<file path="config.mk">
export PLATFORM = sky130hd
export DESIGN_NAME = double_ended_queue_unit
export DESIGN_NICKNAME = d
export VERILOG_FILES = /design/src/hdl/deq_pkg.sv /design/src/hdl/deq_mem.sv /design/src/hdl/double_ended_queue_unit.sv
export SDC_FILE = /design/constraint.sdc
export NUM_CORES = 1
export LEC_CHECK = 0
export ABC_AREA = 1
export BUFFER_PORTS_ARGS = -buffer_cell sky130_fd_sc_hd__clkbuf_2
export CAP_MARGIN = 20
export CORE_ASPECT_RATIO = 1.5
export CORE_MARGIN = 5
export CORE_UTILIZATION = 55
export DETAILED_ROUTE_END_ITERATION = 10
export PLACE_DENSITY = 0.75
export SYNTH_ARGS = -nofsm -noshare
export SYNTH_HDL_FRONTEND = slang
export SYNTH_SLANG_ARGS = --single-unit
</file>
<file path="constraint.sdc">
create_clock -name clk -period 4.5 [get_ports clk]
set_input_delay 0.45 -clock clk [delete_from_list [all_inputs] [get_ports clk]]
set_output_delay 0.45 -clock clk [all_outputs]
set_load 0.02 [all_outputs]
</file>
<file path="src/hdl/deq_pkg.sv">
// shared constants and codes for the double-ended queue
package deq_pkg;

  localparam int VALUE_W       = 32;
  localparam int DEPTH_DEFAULT = 16;

  typedef enum logic [1:0] {
    ACT_PUSH_FRONT = 2'd0,
    ACT_PUSH_BACK  = 2'd1,
    ACT_POP_FRONT  = 2'd2,
    ACT_POP_BACK   = 2'd3
  } action_t;

  typedef enum logic [1:0] {
    STS_OK    = 2'd0,
    STS_EMPTY = 2'd1,
    STS_FULL  = 2'd2
  } status_t;

endpackage

</file>
<file path="src/hdl/deq_mem.sv">
// slot storage: one write port, one read port with registered read data
module deq_mem
  import deq_pkg::*;
#(
  parameter int DEPTH = DEPTH_DEFAULT,
  parameter int AW    = $clog2(DEPTH)
) (
  input  logic               clk,
  input  logic               wr_en,
  input  logic [AW-1:0]      wr_addr,
  input  logic [VALUE_W-1:0] wr_data,
  input  logic               rd_en,
  input  logic [AW-1:0]      rd_addr,
  output logic [VALUE_W-1:0] rd_data
);

  logic [VALUE_W-1:0] mem [DEPTH];

  always_ff @(posedge clk) begin
    if (wr_en) begin
      mem[wr_addr] <= wr_data;
    end
  end

  always_ff @(posedge clk) begin
    if (rd_en) begin
      rd_data <= mem[rd_addr];
    end
  end

endmodule

</file>
<file path="src/hdl/double_ended_queue_unit.sv">
// Double-ended queue of DEPTH signed 32-bit values in a ring buffer memory.
// Requests enter through a one-entry input register, so a request is taken
// while the previous result still waits on the output. Pushes, removals from
// an empty queue and removals that leave it empty load their result directly;
// a removal that leaves one or more values needs the new front or back value
// from the slot memory, whose read data is registered, so it passes through
// the read state first. The front and back values are kept in registers
// beside the memory, so each request does at most one memory access. A full
// queue drops pushes and reports full status.
module double_ended_queue_unit
  import deq_pkg::*;
#(
  parameter int DEPTH = DEPTH_DEFAULT
) (
  input  logic                clk,
  input  logic                rst,
  input  logic                s_tvalid,
  output logic                s_tready,
  input  logic [VALUE_W-1:0]  s_tdata,   // value
  input  logic [1:0]          s_tuser,   // action
  output logic                m_tvalid,
  input  logic                m_tready,
  // removed_value, front_value, back_value, count, is_empty, zero fill
  output logic [((3*VALUE_W+$clog2(DEPTH+1)+1+7)/8)*8-1:0] m_tdata,
  output logic [1:0]          m_tuser    // status
);

  localparam int AW     = $clog2(DEPTH);
  localparam int CW     = $clog2(DEPTH + 1);
  localparam int DATA_W = 3 * VALUE_W + CW + 1;

  localparam logic [AW-1:0] LAST_IDX = AW'(DEPTH - 1);
  localparam logic [CW-1:0] FULL_CNT = CW'(DEPTH);

  typedef enum logic {
    ST_IDLE,
    ST_READ
  } state_t;

  // input register
  logic               req_valid;
  action_t            req_action;
  logic [VALUE_W-1:0] req_value;

  // queue state
  state_t             state, state_next;
  logic [AW-1:0]      head, head_next;
  logic [AW-1:0]      tail, tail_next;
  logic [CW-1:0]      count, count_next;
  logic [VALUE_W-1:0] front_val, front_next;
  logic [VALUE_W-1:0] back_val, back_next;
  logic               rd_front;
  logic [VALUE_W-1:0] pend_removed;

  // output register
  status_t            o_status;
  logic [VALUE_W-1:0] o_removed;
  logic [VALUE_W-1:0] o_front;
  logic [VALUE_W-1:0] o_back;
  logic [CW-1:0]      o_count;

  logic               out_free;
  logic               req_take;
  logic               load;
  status_t            res_status;
  logic [VALUE_W-1:0] res_removed;
  logic               enter_read;
  logic               read_front;

  logic               mem_we;
  logic [AW-1:0]      mem_waddr;
  logic               mem_re;
  logic [AW-1:0]      mem_raddr;
  logic [VALUE_W-1:0] mem_rdata;

  logic [AW-1:0]      head_inc, head_dec, tail_inc, tail_dec;
  logic               q_empty, q_full;

  assign head_inc = (head == LAST_IDX) ? '0 : head + 1'b1;
  assign head_dec = (head == '0) ? LAST_IDX : head - 1'b1;
  assign tail_inc = (tail == LAST_IDX) ? '0 : tail + 1'b1;
  assign tail_dec = (tail == '0) ? LAST_IDX : tail - 1'b1;
  assign q_empty  = (count == '0);
  assign q_full   = (count == FULL_CNT);

  assign out_free = !m_tvalid || m_tready;
  assign req_take = req_valid && (state == ST_IDLE) && out_free;
  assign s_tready = !req_valid || req_take;

  deq_mem #(
    .DEPTH (DEPTH),
    .AW    (AW)
  ) u_mem (
    .clk     (clk),
    .wr_en   (mem_we),
    .wr_addr (mem_waddr),
    .wr_data (req_value),
    .rd_en   (mem_re),
    .rd_addr (mem_raddr),
    .rd_data (mem_rdata)
  );

  always_comb begin
    state_next  = state;
    head_next   = head;
    tail_next   = tail;
    count_next  = count;
    front_next  = front_val;
    back_next   = back_val;
    mem_we      = 1'b0;
    mem_waddr   = head_dec;
    mem_re      = 1'b0;
    mem_raddr   = head_inc;
    load        = 1'b0;
    enter_read  = 1'b0;
    read_front  = rd_front;
    res_status  = STS_OK;
    res_removed = '1;
    if (state == ST_READ) begin
      // new end value arrives from the memory
      state_next  = ST_IDLE;
      load        = 1'b1;
      res_removed = pend_removed;
      if (rd_front) begin
        front_next = mem_rdata;
      end else begin
        back_next = mem_rdata;
      end
    end else if (req_take) begin
      load = 1'b1;
      case (req_action)
        ACT_PUSH_FRONT: begin
          if (q_full) begin
            res_status = STS_FULL;
          end else begin
            mem_we     = 1'b1;
            mem_waddr  = head_dec;
            head_next  = head_dec;
            count_next = count + 1'b1;
            front_next = req_value;
            if (q_empty) begin
              back_next = req_value;
            end
          end
        end
        ACT_PUSH_BACK: begin
          if (q_full) begin
            res_status = STS_FULL;
          end else begin
            mem_we     = 1'b1;
            mem_waddr  = tail_inc;
            tail_next  = tail_inc;
            count_next = count + 1'b1;
            back_next  = req_value;
            if (q_empty) begin
              front_next = req_value;
            end
          end
        end
        ACT_POP_FRONT: begin
          if (q_empty) begin
            res_status = STS_EMPTY;
          end else begin
            res_removed = front_val;
            head_next   = head_inc;
            count_next  = count - 1'b1;
            if (count != CW'(1)) begin
              mem_re     = 1'b1;
              mem_raddr  = head_inc;
              load       = 1'b0;
              enter_read = 1'b1;
              read_front = 1'b1;
              state_next = ST_READ;
            end
          end
        end
        default: begin
          if (q_empty) begin
            res_status = STS_EMPTY;
          end else begin
            res_removed = back_val;
            tail_next   = tail_dec;
            count_next  = count - 1'b1;
            if (count != CW'(1)) begin
              mem_re     = 1'b1;
              mem_raddr  = tail_dec;
              load       = 1'b0;
              enter_read = 1'b1;
              read_front = 1'b0;
              state_next = ST_READ;
            end
          end
        end
      endcase
    end
  end

  always_ff @(posedge clk) begin
    if (rst) begin
      req_valid <= 1'b0;
      state     <= ST_IDLE;
      head      <= '0;
      tail      <= LAST_IDX;
      count     <= '0;
      m_tvalid  <= 1'b0;
    end else begin
      if (s_tvalid && s_tready) begin
        req_valid <= 1'b1;
      end else if (req_take) begin
        req_valid <= 1'b0;
      end
      state <= state_next;
      head  <= head_next;
      tail  <= tail_next;
      count <= count_next;
      if (load) begin
        m_tvalid <= 1'b1;
      end else if (m_tready) begin
        m_tvalid <= 1'b0;
      end
    end
  end

  always_ff @(posedge clk) begin
    if (s_tvalid && s_tready) begin
      req_action <= action_t'(s_tuser);
      req_value  <= s_tdata;
    end
    front_val <= front_next;
    back_val  <= back_next;
    if (enter_read) begin
      rd_front     <= read_front;
      pend_removed <= res_removed;
    end
    if (load) begin
      o_status  <= res_status;
      o_removed <= res_removed;
      o_front   <= (count_next == '0) ? '1 : front_next;
      o_back    <= (count_next == '0) ? '1 : back_next;
      o_count   <= count_next;
    end
  end

  always_comb begin
    m_tdata = '0;
    m_tdata[DATA_W-1:0] = {(o_count == '0), o_count, o_back, o_front, o_removed};
  end

  assign m_tuser = o_status;

  // the ring never holds more than its depth
  assert property (@(posedge clk) disable iff (rst) count <= FULL_CNT)
    else $error("stored count above depth");

  // an empty ring keeps the tail just behind the head
  assert property (@(posedge clk) disable iff (rst) (count == '0) |-> (tail == head_dec))
    else $error("head and tail out of step on empty queue");

  // the read state always returns straight to idle
  assert property (@(posedge clk) disable iff (rst) (state == ST_READ) |=> (state == ST_IDLE))
    else $error("read state held too long");

  // a read is only started once the output register will be free
  assert property (@(posedge clk) disable iff (rst) (state == ST_READ) |-> !m_tvalid)
    else $error("result pending while read completes");

endmodule

</file>
==> results.py, run 1 <==
metrics = {
    "final_layout": {
        "n_antenna_cell": 0,
        "seqCellArea_um2": 23000,
        "drive_gt1_share_pct": 11.1,
        "nets": 3593,
        "syn_to_final_growth_pct": 12.2,
        "nFillCells": 4949,
        "final_cell_mix": "nand2_1 (777), edfxtp_1 (714), nand3_1 (595), inv_1 (476), clkbuf_2 (143)",
        "multiInputGateArea_um2": 9500,
        "mostFrequentLayoutCell": "nand2_1",
    },
    "global_route": {
        "grt_max_degree": 185,
        "track_usage_pct": 26.0,
        "grt-ovfl-total": 0,
        "grt_antenna_before_repair": 0,
        "first_global_vias": 24619,
        "grt_pass1_wl_mm": 141,
    },
    "sta": {
        "final-hold-violation-count": 0,
        "fmax_mhz": 282,
        "slew_headroom_pct": 25.5,
        "fin_crit_sh_pct": 78.8,
        "tns_ns": 0,
        "setup_violations": 0,
        "rsz0062_at_grt": "no",
        "finClkSkew_ns": 0.0165,
        "worstMarginPinSlew_ns": 1.12,
        "timing.final.ws_setup_ns": 0.956,
        "maxSlewViolCount": 0,
        "min_period_ns": 3.54,
    },
    "clocking": {
        "path_clk_slew_ns": 0.06,
        "clock_path_buffers": 3,
        "cts_hold_buf": 25,
        "clock-sinks": 794,
        "post_cts_buffers": 0,
        "root_buffer": "clkbuf_16",
        "ctsResizeCount": 0,
        "numCtsBuffers": 71,
        "clkLatencyLatePin_ns": 0.62,
        "cts_tree": "done",
        "htree_num_levels": 3,
    },
    "detailed_routing": {
        "vias": 25655,
        "detail_route.vias_per_cell": 5.82,
        "drt_iter0_markers": 2793,
        "wl_per_cell_um": 20.6,
        "wirelength_mm": 91.0,
        "drt.antenna.violating_nets": 0,
        "firstDrtPassIters": 6,
        "drc": 0,
    },
    "setup_path": {
        "worstSetupPathType": "reg2reg",
        "end_kind": "flip-flop",
        "critical_path.max_fanout": 14,
        "arrival_ns": 3.87,
        "required_ns": 4.82,
        "cp-start-kind": "flip-flop",
    },
    "logic_synthesis": {
        "synth_top_area_share_pct": 61.0,
        "synth.area.top_cells": "edfxtp_1 (61%), nand3_1 (8.5%), nand2_1 (8.3%)",
        "post_synth_inst_count": 3441,
        "ys_ff_latch": 794,
        "ys_seq_area_share_pct": 65.5,
        "avgSynthCellArea_um2": 10.2,
        "synth_area_um2": 35200,
        "yosys.area.top_type": "edfxtp_1",
        "ys_types": 40,
        "yosys_warnings": 0,
    },
    "floorplanning": {
        "die_h_um": 320,
        "fp.dieW_um": 216,
        "start_util_pct": 55.5,
        "rows": 113,
        "fp.coreArea_um2": 63300,
        "die_area_um2": 69200,
        "pin_count": 146,
    },
    "power": {
        "pwr_density_cell_nw_per_um2": 468,
        "power_mw": 18.5,
        "leakage_nw": 15.8,
        "peakVddDrop_mv": 0.277,
    },
    "placement": {
        "dp_hpwl_mm": 54.7,
        "gp_congestion": 0.926,
        "io_buffers": 143,
        "pre_cts_slack_ns": 0.995,
    },
    "min_path": {
        "hp-class": "in2reg",
    },
    "flow_run": {
        "maxCapViolCount": 0,
    },
    "status": {
        "status": "finished, final reports clean",
    },
}
per-stage QoR:
step	hold WS, ns	instance area, um2	utilization, %	std cells
after detailed placement	0.540	37000	58.4	4254
after global placement	0.527	37000	58.4	4254
after floorplan	0.483	35200	-	3442
final	0.0253	39500	62.3	4406
after CTS	0.000921	39500	62.3	4406
after global routing	0.00818	39500	62.3	4406
state kept, by name, indices dropped and copies added, names as in the netlist:
signal and flops:
pend_removed 32, o_count 5, m_tvalid 1, back_val 32
m_tuser 2, count 5, o_front 32, req_action 2
tail 4, o_removed 32, head 4, u_mem.mem 512
state 1, front_val 32, req_valid 1, req_value 32
rd_front 1, o_back 32, u_mem.rd_data 32
cell usage after synthesis, drive strengths merged:
library cell,count
conb,1
or2,27
edfxtp,714
o21ai,107
clkbuf,67
nor3,6
nand2,784
mux2i,2
a22oi,1
o211ai,106
xnor2,5
a32oi,5
dfxtp,80
ha,8
a21oi,65
nor2,117
a211oi,3
nor3b,1
xor2,6
nand3,598
a31oi,20
clkinv,9
nand3b,1
buf,146
inv,484
o22ai,78
layer usage:
metal,vias up,track usage [%],share of wire [%]
met5,-,0,0
met4,0,10.5,3.8
met3,236,3.85,8.8
met2,1352,44.5,50
met1,12169,33.5,37
li1,11898,-,-
cells by family (layout without fill, tap and decap cells):
family	after synthesis	after routing	synth area share, %
AND/OR/NAND/NOR	1534	1534	19.0
adder cells (fa/ha/maj)	8	8	0.285
AO/OA/AOI/OAI	385	385	6.69
other	1	2	0.0107
flip-flops	794	794	65.5
multiplexers	2	2	0.0569
buffers and inverters	706	865	8.15
XOR/XNOR	11	11	0.274
cell type report:
class                      instances  area share, %
clock buffer                      92           5.02
clock inverter                    35          0.659
inverter                         493           4.69
multi-input combinational       1942           24.1
sequential                       794           58.4
tap                              805           2.55
timing repair buffer             245           4.64
critical path: stages (launching register included):
cell     delay, ns
dfxtp_1       0.42
inv_1         0.10
ha_1          0.27
nand2_2       0.12
nor2_4        0.04
inv_2         0.08
nand2_1       0.10
nor2_1        0.44
o21ai_0       0.25
nor2_1        0.25
nand2_1       0.23
nor2_4        0.65
buf_4         0.29
power breakdown:
part           total [mW]  switching [mW]  internal (mW)  leakage, nW
combinational        3.43            2.43          0.996         7.74
sequential           9.11           0.347           8.76         6.98
clock                5.94            2.65           3.29         1.10
total                18.5            5.43           13.0         15.8
final timing paths:
path,start,to,slack (ns),cells after the start
min reg2reg,head[1],head[1],0.55,2
max reg2reg,count[0],u_mem.mem[9][16],0.96,12
max,count[0],u_mem.mem[9][16],0.96,12
min,s_tdata[20],req_value[20],0.03,1
(Power assumes the default switching activity.)
==> inputs of run 2 (changes only) <==
- PLACE_DENSITY: 0.75 -> 0.72
- clock period: 4.5 -> 3.3 ns (I/O delays scaled with it)
==> run 2 against run 1 <==
  * Setup slack lost 0.69 ns
  * Via count decreased by 1.0%
  * Non-clock buffer count up 36
  * Largest power group unchanged
  * Critical path type unchanged
  * Global-route usage down 0.35 points
  * First-iteration DRC count decreased by 15%
  * Register-to-register slack worse by 0.69 ns
  * Count of clock-buffer cells in the layout is 1 lower
  * Largest cell class unchanged
==> results.py, run 2 (synthesized netlist as in run 1, its figures left out) <==
metrics = {
    "detailed_routing": {
        "firstDrtPassIters": 6,
        "wl_per_cell_um": 20.2,
        "drt_iter0_markers": 2382,
        "drc": 0,
        "vias": 25399,
        "detail_route.vias_per_cell": 5.71,
        "wirelength_mm": 89.9,
        "drt.antenna.violating_nets": 0,
    },
    "floorplanning": {
        "rows": 113,
        "pin_count": 146,
        "fp.coreArea_um2": 63300,
        "die_h_um": 320,
        "start_util_pct": 55.5,
        "die_area_um2": 69200,
        "fp.dieW_um": 216,
    },
    "global_route": {
        "track_usage_pct": 25.6,
        "grt_max_degree": 166,
        "use_met3_pct": 4.10,
        "top_usage_layer": "met2",
        "grt-ovfl-total": 0,
        "grt_antenna_before_repair": 1,
        "grt_pass1_wl_mm": 139,
        "met1_usage_pct": 33.6,
        "use_met2_pct": 43.8,
        "first_global_vias": 24453,
    },
    "setup_path": {
        "end_kind": "flip-flop",
        "worstSetupPathType": "reg2reg",
        "critical_path.max_fanout": 32,
        "critPathMaxStageDelay_ns": 0.41,
        "arrival_ns": 3.34,
        "cp-start-kind": "flip-flop",
        "path_cells": "inv_1, ha_1, nand2_2, nor2_4, inv_2, nand2_1, nor2_2, nand2_1, o21ai_0, inv_1, nor2_1, nand2_1, nor2_4, buf_12",
        "required_ns": 3.61,
        "cp_top_family": "simple AND/OR/NAND/NOR gates",
        "crit_path_top_delay_cell": "dfxtp_1",
        "crit_path_frequent_cell": "nand2_1",
        "crit_buf_inv": 4,
    },
    "sta": {
        "fmax_mhz": 329,
        "finClkSkew_ns": 0.0233,
        "timing.final.ws_setup_ns": 0.265,
        "min_period_ns": 3.04,
        "whs_ns": 0.0278,
        "final-hold-violation-count": 0,
        "slew_headroom_pct": 38.6,
        "worstMarginPinSlew_ns": 0.921,
        "fin_crit_sh_pct": 92.0,
        "maxSlewViolCount": 0,
        "rsz0062_at_grt": "no",
        "setup_violations": 0,
    },
    "final_layout": {
        "drive_gt1_share_pct": 12.0,
        "mostFrequentLayoutCell": "nand2_1",
        "syn_to_final_growth_pct": 14.1,
        "nets": 3630,
        "largest_register_ffs": 512,
        "final_cell_mix": "nand2_1 (777), edfxtp_1 (714), nand3_1 (595), inv_1 (476), clkbuf_2 (143)",
        "n_antenna_cell": 0,
        "top_register": "u_mem.mem",
        "fin_cells": 4448,
        "fin_area_um2": 40100,
    },
    "placement": {
        "dp_hpwl_mm": 57.0,
        "post-place-cells": 4281,
        "placed_area_um2": 37300,
        "gp_congestion": 0.913,
        "pre_cts_slack_ns": 0.158,
        "io_buffers": 143,
    },
    "clocking": {
        "numCtsBuffers": 72,
        "clock-sinks": 794,
        "htree_num_levels": 3,
        "clkLatencyLatePin_ns": 0.63,
        "root_buffer": "clkbuf_16",
        "clock_path_buffers": 3,
        "post_cts_buffers": 0,
        "path_clk_slew_ns": 0.07,
        "cts_tree": "done",
    },
    "flow_run": {
        "maxCapViolCount": 0,
    },
    "power": {
        "power_mw": 26.1,
        "pwr_density_cell_nw_per_um2": 651,
        "leakage_nw": 16.1,
        "peakVddDrop_mv": 0.408,
    },
    "status": {
        "status": "finished, final reports clean",
    },
    "min_path": {
        "hp-class": "in2reg",
    },
}
[run 2: cell types whose count changed in the layout (fill, tap and decap cells not counted), moves of 2 or more]
| cell | previous run | this run |
|---|---|---|
| inv_6 | 4 | 0 |
| clkbuf_8 | 4 | 1 |
| bufinv_16 | 3 | 11 |
| clkinv_1 | 21 | 19 |
| clkinv_4 | 0 | 4 |
| buf_4 | 54 | 74 |
| buf_12 | 23 | 30 |
| dlygate4sd3_1 | 25 | 34 |
| clkbuf_16 | 75 | 78 |
[run 2: path summary, 6_finish.rpt]
| check | from | end | slack, ns | depth (start not counted) |
|---|---|---|---|---|
| min reg2reg | head[1] | head[1] | 0.55 | 2 |
| max | count[0] | u_mem.mem[2][19] | 0.26 | 14 |
| min | s_tvalid | req_valid | 0.03 | 3 |
| max reg2reg | count[0] | u_mem.mem[2][19] | 0.26 | 14 |
[run 2: routing by layer]
layer	part of all wire, %	vias up	routed length [um]
met2	49	1231	44300
met3	8.6	193	7730
met5	0	-	0
met1	39	12011	35000
met4	3.1	0	2830
li1	-	11964	-
[run 2: timing repair]
action                                 CTS  global route
resized for setup                        0             1
hold buffers                            33             1
setup endpoints to repair                0           391
endpoints found under the hold margin   33             1
[run 2: area by class of cell]
cell class	count	area, um2
timing repair buffer	281	2210
fill	4947	23200
inverter	493	1850
sequential	794	23000
multi-input combinational	1942	9500
clock inverter	42	512
tap	805	1010
clock buffer	91	2010
[run 2: stage by stage]
stage	TNS [ns]	util (%)
2_1_floorplan	-115.19	-
3_3_place_gp	0	58.8
3_5_place_dp	0	58.8
4_1_cts	0	63.3
5_1_grt	0	63.4
6_report	0	63.4
[run 2: worst min-delay path: cells and delay by family]
family	cells	cell delay (ns)
buf+inv	2	0.18
compound gates	1	0.08
[run 2: power by group]
group	switching, mW	internal (mW)	leakage, nW	total [mW]
sequential	0.446	11.9	6.98	12.4
clock	3.69	5.21	1.22	8.90
combinational	3.41	1.43	7.92	4.84
total	7.55	18.6	16.1	26.1
